--- config.mk ---
export PLATFORM = sky130hd
export DESIGN_NAME = rc6_control
export DESIGN_NICKNAME = d
export VERILOG_FILES = /design/src/rtl/rc6_pkg.sv /design/src/rtl/rc6_control.sv
export SDC_FILE = /design/constraint.sdc
export NUM_CORES = 1
export LEC_CHECK = 0
export ABC_AREA = 1
export BUFFER_PORTS_ARGS = -buffer_cell sky130_fd_sc_hd__buf_2
export CAP_MARGIN = 30
export CORE_MARGIN = 10
export CORE_UTILIZATION = 38
export CTS_BUF_LIST = sky130_fd_sc_hd__clkbuf_8
export DETAILED_ROUTE_END_ITERATION = 8
export GPL_TIMING_DRIVEN = 0
export SLEW_MARGIN = 30
export SYNTH_ARGS = -nofsm -noshare
export SYNTH_HDL_FRONTEND = slang
export SYNTH_SLANG_ARGS = --single-unit
--- constraint.sdc ---
create_clock -name clk -period 4.5 [get_ports clk]
set_input_delay 0.9 -clock clk [delete_from_list [all_inputs] [get_ports clk]]
set_output_delay 0.9 -clock clk [all_outputs]
set_load 0.005 [all_outputs]
--- src/rtl/rc6_pkg.sv ---
// Package: types, constants and helper functions for the RC6 cipher core.
`timescale 1ns / 1ps
package rc6_pkg;

  localparam int unsigned ROUNDS_DEF = 20;
  localparam logic [31:0] P32 = 32'hB7E15163;
  localparam logic [31:0] Q32 = 32'h9E3779B9;
  localparam int unsigned LGW = 3;
  localparam int unsigned CFG_IDX_W = 3;
  localparam int unsigned CFG_DATA_W = 64;

  typedef enum logic [1:0] {
    ACT_ENC = 2'd0,
    ACT_DEC = 2'd1,
    ACT_EXP = 2'd2,
    ACT_NOP = 2'd3
  } action_t;

  typedef enum logic [1:0] {
    ST_OK     = 2'd0,
    ST_NOKEY  = 2'd1,
    ST_BADLEN = 2'd2
  } status_t;

  localparam logic [CFG_IDX_W-1:0] REG_KEY0 = 3'd0;
  localparam logic [CFG_IDX_W-1:0] REG_KEY1 = 3'd1;
  localparam logic [CFG_IDX_W-1:0] REG_KEY2 = 3'd2;
  localparam logic [CFG_IDX_W-1:0] REG_KEY3 = 3'd3;
  localparam logic [CFG_IDX_W-1:0] REG_KLEN = 3'd4;

  typedef struct packed {
    logic [1:0]  action;
    logic [31:0] word_a;
    logic [31:0] word_b;
    logic [31:0] word_c;
    logic [31:0] word_d;
  } in_beat_t;

  typedef struct packed {
    logic [31:0] out_a;
    logic [31:0] out_b;
    logic [31:0] out_c;
    logic [31:0] out_d;
    logic [1:0]  status;
  } out_beat_t;

  // Datapath operations issued by the controller.
  typedef enum logic [3:0] {
    OP_IDLE,
    OP_LOADKEY,   // copy key words from configuration
    OP_INITRK,    // write one P/Q table entry
    OP_MIX,       // one key mixing step
    OP_RDPRE,     // read whitening key
    OP_ENCPRE,
    OP_ENCRND,
    OP_ENCPOST,
    OP_DECPRE,
    OP_DECRND,
    OP_DECPOST,
    OP_CLEAR      // zero the block words
  } dp_op_t;

  typedef struct packed {
    dp_op_t     op;
    logic [6:0] rk_addr;   // table entry read
    logic [6:0] rk_waddr;
    logic       capture;   // load input words
  } dp_cmd_t;

  function automatic logic [31:0] rotl32(input logic [31:0] x, input logic [4:0] n);
    logic [63:0] t;
    t = {x, x} << n;
    return t[63:32];
  endfunction

  function automatic logic [31:0] rotr32(input logic [31:0] x, input logic [4:0] n);
    logic [63:0] t;
    t = {x, x} >> n;
    return t[31:0];
  endfunction

endpackage

--- src/rtl/rc6_control.sv ---
// Controller: sequences key expansion, encryption and decryption steps.
`timescale 1ns / 1ps
module rc6_control
  import rc6_pkg::*;
#(
  parameter int unsigned ROUNDS = ROUNDS_DEF
) (
  input  logic       clk,
  input  logic       rst_n,
  input  logic       start,
  input  logic [1:0] action,
  input  logic [5:0] key_len,
  output dp_cmd_t    cmd,
  output logic       busy,
  output logic       done,
  output status_t    status
);
  localparam int unsigned NUM_RK = 2 * ROUNDS + 4;
  localparam logic [6:0] LAST_RK = 7'(NUM_RK - 1);
  localparam logic [7:0] MIX_STEPS = 8'(3 * NUM_RK);

  typedef enum logic [3:0] {
    S_IDLE, S_INIT, S_MIXRD, S_MIX, S_PRE, S_RND, S_POST, S_DONE
  } state_t;

  state_t     state_r, state_nxt;
  logic [7:0] cnt_r, cnt_nxt;
  logic [6:0] rnd_r, rnd_nxt;
  logic [1:0] ph_r, ph_nxt;
  logic       dec_r, dec_nxt;
  logic       key_ready_r, key_ready_nxt;
  logic       done_r, done_nxt;
  status_t    status_r, status_nxt;
  dp_cmd_t    c;
  logic [6:0] mi_r, mi_nxt;
  logic [7:0] mix_last;

  // The mixing runs 3*max(key words, table size) steps; the key words only win
  // for the smallest round counts.
  assign mix_last = (8'(key_len[5:2]) > 8'(NUM_RK)) ?
                    8'(3 * key_len[5:2]) - 8'd1 : MIX_STEPS - 8'd1;

  always_comb begin
    state_nxt = state_r; cnt_nxt = cnt_r; rnd_nxt = rnd_r; ph_nxt = ph_r;
    dec_nxt = dec_r; key_ready_nxt = key_ready_r; done_nxt = 1'b0;
    status_nxt = status_r; mi_nxt = mi_r;
    c = '{op: OP_IDLE, rk_addr: 7'd0, rk_waddr: 7'd0, capture: 1'b0};
    unique case (state_r)
      S_IDLE: if (start) begin
        c.capture = 1'b1;
        status_nxt = ST_OK;
        unique case (action_t'(action))
          ACT_ENC, ACT_DEC: begin
            if (!key_ready_r) begin
              status_nxt = ST_NOKEY; state_nxt = S_DONE; c.capture = 1'b0;
            end else begin
              dec_nxt = (action == ACT_DEC);
              ph_nxt = 2'd0; state_nxt = S_PRE;
              c.rk_addr = (action == ACT_DEC) ? 7'(2*ROUNDS+2) : 7'd0;
            end
          end
          ACT_EXP: begin
            if (key_len == 6'd16 || key_len == 6'd24 || key_len == 6'd32) begin
              c.op = OP_LOADKEY; cnt_nxt = '0; state_nxt = S_INIT;
            end else begin
              status_nxt = ST_BADLEN; state_nxt = S_DONE;
            end
          end
          default: state_nxt = S_DONE;
        endcase
      end
      S_INIT: begin
        c.op = OP_INITRK; c.rk_waddr = cnt_r[6:0];
        if (cnt_r[6:0] == LAST_RK) begin
          cnt_nxt = '0; mi_nxt = '0; state_nxt = S_MIXRD;
        end else cnt_nxt = cnt_r + 8'd1;
      end
      S_MIXRD: begin
        c.rk_addr = mi_r; state_nxt = S_MIX;
      end
      S_MIX: begin
        c.op = OP_MIX; c.rk_waddr = mi_r;
        mi_nxt = (mi_r == LAST_RK) ? 7'd0 : mi_r + 7'd1;
        if (cnt_r == mix_last) begin
          key_ready_nxt = 1'b1; state_nxt = S_DONE;
        end else begin
          cnt_nxt = cnt_r + 8'd1; state_nxt = S_MIXRD;
        end
      end
      S_PRE: begin
        // The first whitening key was addressed in the previous cycle; apply it
        // and read the second.
        c.op = dec_r ? OP_DECPRE : OP_ENCPRE;
        c.rk_waddr = {6'd0, ph_r[0]};
        c.rk_addr = dec_r ? 7'(2*ROUNDS+3) : 7'd1;
        if (ph_r == 2'd0) begin
          ph_nxt = 2'd1;
        end else begin
          ph_nxt = 2'd0;
          rnd_nxt = dec_r ? 7'(ROUNDS) : 7'd1;
          state_nxt = S_RND;
          c.rk_addr = dec_r ? 7'(2*ROUNDS+1) : 7'd2;
        end
      end
      S_RND: begin
        if (!dec_r) begin
          // ph0: f latched; ph1: A with S[2r], ph2: rotate with S[2r+1]
          c.op = OP_ENCRND; c.rk_waddr = {5'd0, ph_r};
          c.rk_addr = (ph_r == 2'd0) ? {rnd_r[5:0], 1'b0} : {rnd_r[5:0], 1'b1};
          if (ph_r == 2'd0) c.op = OP_IDLE;
          if (ph_r == 2'd2) begin
            ph_nxt = 2'd0;
            c.rk_addr = {rnd_r[5:0] + 6'd1, 1'b0};
            if (rnd_r == 7'(ROUNDS)) begin
              state_nxt = S_POST; c.rk_addr = 7'(2*ROUNDS+2);
            end
            rnd_nxt = rnd_r + 7'd1;
          end else ph_nxt = ph_r + 2'd1;
        end else begin
          // ph0 rotate, ph1 f latch, ph2 C with S[2r+1], ph3 A with S[2r]
          c.op = OP_DECRND; c.rk_waddr = {5'd0, ph_r};
          c.rk_addr = (ph_r == 2'd2) ? {rnd_r[5:0], 1'b0} : {rnd_r[5:0], 1'b1};
          ph_nxt = ph_r + 2'd1;
          if (ph_r == 2'd3) begin
            c.rk_addr = {rnd_r[5:0] - 6'd1, 1'b1};
            if (rnd_r == 7'd1) begin
              state_nxt = S_POST; c.rk_addr = 7'd0;
            end
            rnd_nxt = rnd_r - 7'd1;
          end
        end
      end
      S_POST: begin
        // Same pattern as the pre-whitening: apply the key read last cycle.
        c.op = dec_r ? OP_DECPOST : OP_ENCPOST;
        c.rk_waddr = {6'd0, ph_r[0]};
        c.rk_addr = dec_r ? 7'd1 : 7'(2*ROUNDS+3);
        if (ph_r == 2'd0) begin
          ph_nxt = 2'd1;
        end else begin
          ph_nxt = 2'd0; state_nxt = S_DONE;
        end
      end
      S_DONE: begin
        if (status_r != ST_OK || action_t'(action) == ACT_EXP ||
            action_t'(action) == ACT_NOP) c.op = OP_CLEAR;
        state_nxt = S_IDLE;
        done_nxt = 1'b1;
      end
      default: state_nxt = S_IDLE;
    endcase
  end

  logic       clr_r;
  always_ff @(posedge clk) begin
    if (!rst_n) begin
      state_r <= S_IDLE; key_ready_r <= 1'b0; done_r <= 1'b0;
      status_r <= ST_OK; cnt_r <= '0; rnd_r <= '0; ph_r <= '0; dec_r <= 1'b0;
      mi_r <= '0; clr_r <= 1'b0;
    end else begin
      state_r <= state_nxt; key_ready_r <= key_ready_nxt; done_r <= done_nxt;
      status_r <= status_nxt; cnt_r <= cnt_nxt; rnd_r <= rnd_nxt;
      ph_r <= ph_nxt; dec_r <= dec_nxt; mi_r <= mi_nxt;
      if (state_r == S_IDLE && start) begin
        clr_r <= !(action == ACT_ENC || action == ACT_DEC) || !key_ready_r;
      end
    end
  end

  always_comb begin
    cmd = c;
    if (state_r == S_DONE) cmd.op = clr_r ? OP_CLEAR : OP_IDLE;
  end

  assign busy   = (state_r != S_IDLE);
  assign done   = done_r;
  assign status = status_r;

  property p_done_after_busy;
    @(posedge clk) disable iff (!rst_n) done_r |-> $past(state_r == S_DONE);
  endproperty
  a_done: assert property (p_done_after_busy) else $error("done without finish");

  a_busy_start: assert property (@(posedge clk) disable iff (!rst_n)
    (state_r == S_IDLE && start) |=> busy) else $error("start not taken");

  a_key_ready: assert property (@(posedge clk) disable iff (!rst_n)
    $rose(key_ready_r) |-> $past(state_r == S_MIX)) else $error("key ready early");
endmodule

==> results of run 1 <==
[cells by family (layout without fill, tap and decap cells)]
group / after synthesis / in the layout / share of synthesized area [%]
buf+inv: 82 / 123 / 12.3
fa+ha+maj: 7 / 7 / 3.26
xor+xnor: 8 / 8 / 2.61
simple gates: 235 / 235 / 38.1
flops: 33 / 33 / 24.6
compound gates: 97 / 97 / 19.1
[cells in the final DEF (no fill, tap or decap), types with 33 or more instances in the layout]
master,n
nand3_1,42
inv_1,61
a21oi_1,45
nor2_1,50
o21ai_0,37
buf_2,40
nand2_1,114
dfxtp_1,33
[worst max-delay path by stage]
stage / start / end
2_1_floorplan: start / cmd[11]
3_3_place_gp: start / cmd[11]
3_5_place_dp: start / cmd[11]
4_1_cts: dec_r / cmd[9]
5_1_grt: dec_r / cmd[9]
6_report: dec_r / cmd[9]
[per-stage QoR]
stage | setup WS, ns | hold WS, ns | power [mW] | utilization (%)
2_1_floorplan | 2.02 | 0.456 | 0.899 | -
3_3_place_gp | 1.61 | 0.484 | 1.09 | 43.5
3_5_place_dp | 1.61 | 0.482 | 1.10 | 43.5
4_1_cts | 1.49 | 0.494 | 1.40 | 45.2
5_1_grt | 1.31 | 0.503 | 1.52 | 45.2
6_report | 1.47 | 0.493 | 1.40 | 45.2
[registers in the layout (all words and copies together) (netlist names)]
signal	count
cnt_r	8
mi_r	7
rnd_r	7
state_r	3
ph_r	2
status	2
clr_r	1
dec_r	1
done	1
key_ready_r	1
[cells in the mapped netlist, types with 4 or more instances]
cell / n
inv_1: 60
o211ai_1: 5
inv_2: 4
ha_1: 7
nand3b_1: 5
nand2_1: 114
nand2_2: 5
nand3_1: 42
nor2_1: 50
o22ai_1: 4
nand4_1: 7
a21oi_1: 45
xor2_1: 7
clkbuf_1: 5
dfxtp_1: 33
buf_2: 7
nor3_1: 5
o21ai_0: 37
[power groups by stage]
stage                     logic (mW)  registers [mW]  clock network (mW)
after floorplan                0.529           0.371                   0
after global placement         0.714           0.378                   0
after detailed placement       0.718           0.380                   0
after CTS                      0.722           0.373               0.305
after global routing           0.825           0.378               0.313
final                          0.726           0.374               0.296
[layer usage]
metal  vias to the layer above  routed length (µm)  GRT usage (%)
met5                         -                   0              0
met4                         0                 102           4.47
li1                       1579                   -              -
met1                      1404                3990           19.5
met2                        80                3650           23.8
met3                         9                 416           2.79
[cell type report]
type                    instances  area [µm²]  area share, %
plain buffers                  18        90.1           2.92
clock inverters                 2        33.8           1.09
inverters                      64         240           7.78
repair buffers                 33         165           5.35
flip-flops and latches         33         661           21.4
multi-input cells             347        1700           54.9
clock buffers                   6        82.6           2.67
well taps                      96         120           3.89
[worst max-delay path: stages (launching register included)]
cell and delay (ns):
dfxtp_1 0.30, buf_2 0.17, inv_1 0.18, buf_1 0.39, ha_1 0.31, o21ai_0 0.21
nor3_1 0.08, nand3_1 0.08, buf_2 0.12
==> run metrics, run 1 <==
status completed; initial core utilization 39.3%; headroom to the max-slew limit 62.6%; Internal 0.758 mW; synthesis-stage register bit count 33; worst clock skew 0.00468 ns; routed len/inst 13.6 µm; Reg2Reg Launch Point cnt_r[0]; boundary pin count 34; ys async rst share 0%; Die Y 104 µm; final setup fails 0; number of diodes 0; I/O Buffers 33; drt pass-1 iters 5; first-pass GRT wire length 13700 µm; DP HPWL 6290 µm; vias 3072; Synth Net Count 480; drt initial violations 195; CTS tree yes; clock network fraction of design power 21.2%; combinational power share 52.0%; P_sw 0.639 mW; die footprint 10800 µm²; Hold/Removal Path Class reg -> reg; CP Launch Type flop; crit share post-route 67.3%; Mapped Cells 462; hold depth 2; worst reg2reg path endpoint state_r[0]; largest cells by area after synthesis dfxtp_1, nand2_1, a21oi_1; crit-path max FO 10; vias in the first global route 2879; Post-CTS Setup Bufs 0; Hold Buf Count CTS 0; Post-Syn Area 2690 µm²; DRC violation count after routing 0; gr usage total 14.8%; via density per instance 5.13; worst vdd ir 0.302 mV; CP Data Arrival Time 2.13 ns; Num Clock Sinks 33; initial antenna violation count 0; H-tree depth 2; final hold vios 0; total gr overflow 0; maximum clock path buffer count 2; post-route insts no fill 599; fin crit period 3.03 ns; WS Path Type reg -> out; syn avg cell area 5.81 µm²; Syn-to-layout area delta 15.0%; largest net degree at the start of global routing 11; max-slew violation count 0; Post-synth EDFFs 0; Placed Cells 591; Post-DP Area 2970 µm²; WP data required 3.60 ns; Std-Cell Rows 30; post-synth top area cell dfxtp_1; hold path start cnt_r[4]; Final #Nets 520; Flop pwr share 26.8%; post-synth top area share 24.6%; Leakage Power 1.47 nW; Post-CTS Resized 0; worst-skew pair later-pin latency 0.29 ns; fin area 3090 µm²; Distinct cells, synth 29; RSZ-0062 raised after global routing no; Least-Margin Pin Slew 0.561 ns; layout cell share with drive strength beyond 1 13.5%; R2R depth 9; Max-Cap Viols 0; Final ANT Viol Nets 0; Worst R2R Setup Slack 2.73 ns; Hold Crit Endpoint cnt_r[4]; CTS clk-pin slew, worst paths 0.07 ns; Primary FF master, synth dfxtp_1; # fillers 764; Fin Setup TNS 0 ns; root buf cell clkbuf_8; sw frac 45.7%; Final Routed Wirelength 8150 µm; CTS buffer count 5; die width 104 µm; PwrDens 452 nW/µm²; Core Region 6830 µm²; critical path endpoint category output pin; Seq/Total Area, Yosys 24.6%; YS warnings 0; routability cong. 0.900; fmax 0.330 GHz
No activity file was read; power rests on OpenSTA's default activity.
==> inputs of run 2 (changes only) <==
- clock period: 4.5 -> 2.84 ns (I/O delays scaled with it)
==> run metrics, run 2 (synthesis gave the netlist of run 1 again) <==
die width 104 µm; CP startpoint state_r[0]; Least-Margin Pin Slew 0.590 ns; initial antenna violation count 0; Hold/Removal Path Class reg -> reg; CTS tree yes; max-slew violation count 0; initial core utilization 39.3%; Die Y 104 µm; drt pass-1 iters 5; headroom to the max-slew limit 60.7%; Syn-to-layout area delta 14.8%; highest-count cells in the layout ignoring fill and taps nand2_1, inv_1, nor2_1; PwrDens 719 nW/µm²; total gr overflow 0; DRC violation count after routing 0; Final Routed Wirelength 8130 µm; worst-skew pair later-pin latency 0.29 ns; WS Path Type reg -> out; vias in the first global route 2879; final setup fails 0; DP HPWL 6290 µm; critical path endpoint category output pin; # fillers 765; layout cell share with drive strength beyond 1 13.7%; commonest non-fill, non-tap cell in the layout nand2_1; Regs by FF count cnt_r: 8 flops, mi_r: 7 flops, rnd_r: 7 flops; post-route insts no fill 598; status completed; worst vdd ir 0.479 mV; RSZ-0062 raised after global routing no; drt initial violations 210; root buf cell clkbuf_8; CP Data Arrival Time 2.06 ns; Top reg by flops cnt_r; crit share post-route 92.5%; CTS buffer count 5; Num Clock Sinks 33; crit-path max FO 9; Final ANT Viol Nets 0; via density per instance 5.16; vias 3084; CTS clk-pin slew, worst paths 0.07 ns; number of diodes 0; routability cong. 0.900; crit path to cmd[11]; boundary pin count 34; WP data required 2.27 ns; Final #Nets 519; Fin Setup TNS 0 ns; first-pass GRT wire length 13700 µm; worst clock skew 0.00246 ns; worst reg2reg path endpoint rnd_r[6]; maximum clock path buffer count 2; Std-Cell Rows 30; Hold Buf Count CTS 0; die footprint 10800 µm²; fmax 0.381 GHz; Reg2Reg Launch Point dec_r; final hold vios 0; largest net degree at the start of global routing 11; max reg flops 8; routed len/inst 13.6 µm; Max-Cap Viols 0; Placed Cells 591; fin crit period 2.63 ns; Core Region 6830 µm²; gr usage total 14.8%; hold_ws 0.494 ns; Util after Layout 45.1%; Worst R2R Setup Slack 1.02 ns; CP Launch Type flop; I/O Buffers 33; R2R depth 11; overall power 2.22 mW; Leakage Power 1.47 nW; H-tree depth 2
run 2: cell types whose count changed in the layout (fill, tap and decap cells not counted):
cell and delta:
buf_1 -1, inv_1 -1, inv_2 +1
run 2: worst max-delay path, stage by stage (launching register included):
cell,delay [ns]
dfxtp_1,0.30
buf_2,0.18
nor2_4,0.20
nand2_2,0.12
nor2_2,0.18
nand2_1,0.11
nor2_1,0.19
nor2_1,0.07
o21ai_1,0.15
nand3b_1,0.15
buf_2,0.12
run 2: final cells by class:
cell class,instances,area (µm²),share of cell area (%)
Inverter,64,240,7.79
Clock buffer,6,82.6,2.68
Sequential cell,33,661,21.4
Timing Repair Buffer,33,165,5.35
Clock inverter,2,33.8,1.10
Tap cell,96,120,3.89
Buffer,17,86.3,2.80
Multi-Input combinational cell,347,1700,55.0
run 2: worst min path at each step:
stage | from | end | slack (ns) | cells past startpoint
2_1_floorplan | key_ready_r | key_ready_r | 0.46 | 2
3_3_place_gp | cnt_r[4] | cnt_r[4] | 0.48 | 2
3_5_place_dp | cnt_r[4] | cnt_r[4] | 0.48 | 2
4_1_cts | cnt_r[4] | cnt_r[4] | 0.49 | 2
5_1_grt | cnt_r[4] | cnt_r[4] | 0.50 | 2
6_report | key_ready_r | key_ready_r | 0.49 | 2
run 2: metrics by stage:
stage | instance area (µm²) | setup slack [ns]
6_report | 3080 | 0.212
5_1_grt | 3080 | 0.00458
4_1_cts | 3090 | 0.166
3_5_place_dp | 2970 | 0.490
3_3_place_gp | 2970 | 0.497
2_1_floorplan | 2690 | 0.899
run 2: power by group:
part	switching, mW	leakage [nW]	internal (mW)
combinational	0.764	1.14	0.389
clock	0.189	0.0626	0.283
sequential	0.0649	0.268	0.528
total	1.02	1.47	1.20
run 2: what timing repair did:
item,4_1_cts,5_1_grt
gates resized for setup,0,1
endpoints found under the setup margin,0,2
buffers inserted,0,0
hold endpoints to repair,0,0
run 2: layer usage:
| layer | routed length [µm] | up-vias | track usage (%) |
|---|---|---|---|
| met5 | 0 | - | 0 |
| met4 | 109 | 0 | 4.47 |
| met3 | 399 | 10 | 2.79 |
| met2 | 3670 | 90 | 23.8 |
| met1 | 3950 | 1408 | 19.5 |
| li1 | - | 1576 | - |
==> inputs of run 3 (changes only) <==
- ABC_AREA: 1 -> unset
==> run metrics, run 3 <==
fmax 0.364 GHz; synthesis-stage register bit count 33; routability cong. 0.968; CP Launch Type flop; WS Path Type reg -> out; Fin Setup TNS 0 ns; WP data required 2.27 ns; worst clock skew 0.00827 ns; crit share post-route 96.8%; Util after Layout 45.7%; Distinct cells, synth 71; CP Buf/Inv Count 2; RSZ-0062 raised after global routing no; final setup fails 0; CP max stage delay 0.33 ns; hold path start status[0]; Synth Net Count 384; Std-Cell Rows 30; Hold Crit Endpoint status[0]; Hold/Removal Path Class reg -> reg; drt initial violations 290; status completed; Top reg by flops cnt_r; Reg2Reg Launch Point cnt_r[0]; Post-synth EDFFs 0; final hold vios 0; via density per instance 5.78; Final #Nets 425; die width 104 µm; first-pass GRT wire length 14600 µm; max-slew violation count 0; Syn-to-layout area delta 15.8%; drt pass-1 iters 4; initial antenna violation count 0; Die Y 104 µm; fin area 3120 µm²; crit path max-delay cell type or2_2; R2R depth 6; max reg flops 8; critical path endpoint category output pin; Final Routed Wirelength 8810 µm; total gr overflow 0; fin crit period 2.75 ns; boundary pin count 34; Core Region 6830 µm²; delay-heaviest family, CP simple AND/OR/NAND/NOR gates; routed len/inst 17.5 µm; ys async rst share 0%; crit-path max FO 10; post-place setup slack 0.0902 ns; sw frac 43.0%; worst-skew pair later-pin latency 0.29 ns; clock network fraction of design power 23.4%; Worst R2R Setup Slack 0.95 ns; vias 2915; Internal 1.13 mW; vias in the first global route 2888; root buf cell clkbuf_8; commonest non-fill, non-tap cell in the layout buf_2; Leakage Power 1.21 nW; YS warnings 0; largest net degree at the start of global routing 11; PwrDens 635 nW/µm²; post-synth top area cell dfxtp_1; Final ANT Viol Nets 0; maximum clock path buffer count 2; DP HPWL 6650 µm; Primary FF master, synth dfxtp_1; critical path's most frequent cell buf_2; CTS clk-pin slew, worst paths 0.07 ns; I/O Buffers 33; Mapped Cells 366; syn avg cell area 7.37 µm²; CP Data Arrival Time 2.18 ns; Regs by FF count cnt_r: 8 flops, mi_r: 7 flops, rnd_r: 7 flops; hold depth 2; worst vdd ir 0.420 mV; most frequent cells after synthesis nand2_1, nor2_1, dfxtp_1; CTS tree yes; Num Clock Sinks 33; Post-DP Area 2980 µm²; highest-count cells in the layout ignoring fill and taps buf_2, nand2_1, nor2_1; combinational power share 48.3%; Flop pwr share 28.2%; gr usage total 15.8%; layout cell share with drive strength beyond 1 18.6%; H-tree depth 2; P_sw 0.853 mW; CP startpoint ph_r[1]; Post-Syn Area 2700 µm²; headroom to the max-slew limit 57.3%; number of diodes 0; post-synth top area share 24.5%; die footprint 10900 µm²; Seq/Total Area, Yosys 24.5%; largest cells by area after synthesis dfxtp_1, nand2_1, nor2_1; Least-Margin Pin Slew 0.635 ns; CTS buffer count 5; Max-Cap Viols 0; DRC violation count after routing 0; initial core utilization 39.5%; crit-path cells buf_2 > or2_2 > ha_1 > mux2i_1 > a21oi_1 > o21ai_0 > or3_1 > buf_2; smallest setup slack after layout 0.0898 ns; worst reg2reg path endpoint state_r[0]
-- run 3: cell count changes in the layout (fill, tap and decap cells not counted), sizes merged, moves of 15 or more --
cell	before	now
a21oi	45	22
inv	65	15
nand2	119	38
nand3	44	27
nor2	55	38
o21ai	39	24
-- run 3: what timing repair did --
action / CTS / global route
hold buffers: 0 / 0
setup endpoints to repair: 1 / 5
gates resized for setup: 1 / 6
setup buffers: 0 / 1
-- run 3: worst max path at each step --
stage	endpoint	slack, ns	cells past startpoint
after floorplan	cmd[13]	0.58	7
after global placement	cmd[13]	0.10	8
after detailed placement	cmd[13]	0.09	8
after CTS	cmd[13]	0.007	8
after global routing	cmd[9]	0.007	8
final	cmd[9]	0.09	8
-- run 3: power by group through the flow --
stage / Clock, mW / Sequential [mW] / Combinational (mW)
after global routing: 0.503 / 0.566 / 1.05
after global placement: 0 / 0.569 / 0.928
after detailed placement: 0 / 0.569 / 0.937
after floorplan: 0 / 0.552 / 0.667
final: 0.465 / 0.560 / 0.958
after CTS: 0.479 / 0.558 / 0.944
-- run 3: cell families (layout without fill, tap and decap cells) --
family / count (synthesis) / after routing / synth area share, %
compound gates: 100 / 100 / 27.2
flops: 33 / 33 / 24.5
mux: 9 / 9 / 3.34
buf+inv: 38 / 80 / 6.40
xor+xnor: 5 / 5 / 1.90
simple gates: 174 / 174 / 33.5
fa+ha+maj: 7 / 7 / 3.25
-- run 3: stage by stage --
step | hold slack [ns] | cells | power (mW)
finish | 0.495 | 504 | 1.98
global route | 0.556 | 504 | 2.12
CTS | 0.505 | 503 | 1.98
detailed placement | 0.487 | 495 | 1.51
global placement | 0.474 | 495 | 1.50
floorplan | 0.479 | 366 | 1.22
-- run 3: layout make-up --
type / count / area, µm²
inverters: 16 / 63.8
well taps: 96 / 120
repair buffers: 34 / 173
plain buffers: 22 / 114
flip-flops and latches: 33 / 661
multi-input cells: 295 / 1880
clock inverters: 2 / 33.8
fillers: 732 / 3710
clock buffers: 6 / 82.6
-- run 3: metal layers --
layer	track usage (%)	part of all wire [%]	up-vias
met4	6.46	1.2	0
met2	26.0	47	79
met3	2.60	5.6	12
met1	20.0	46	1385
met5	0	0	-
li1	-	-	1439
-- run 3: worst reg2reg max path, delay by kind of cell (launching register included) --
family          cells  cell delay, ns
compound gates      2            0.52
fa+ha+maj           1            0.26
simple gates        2            0.40
flops               1            0.41
mux                 1            0.23
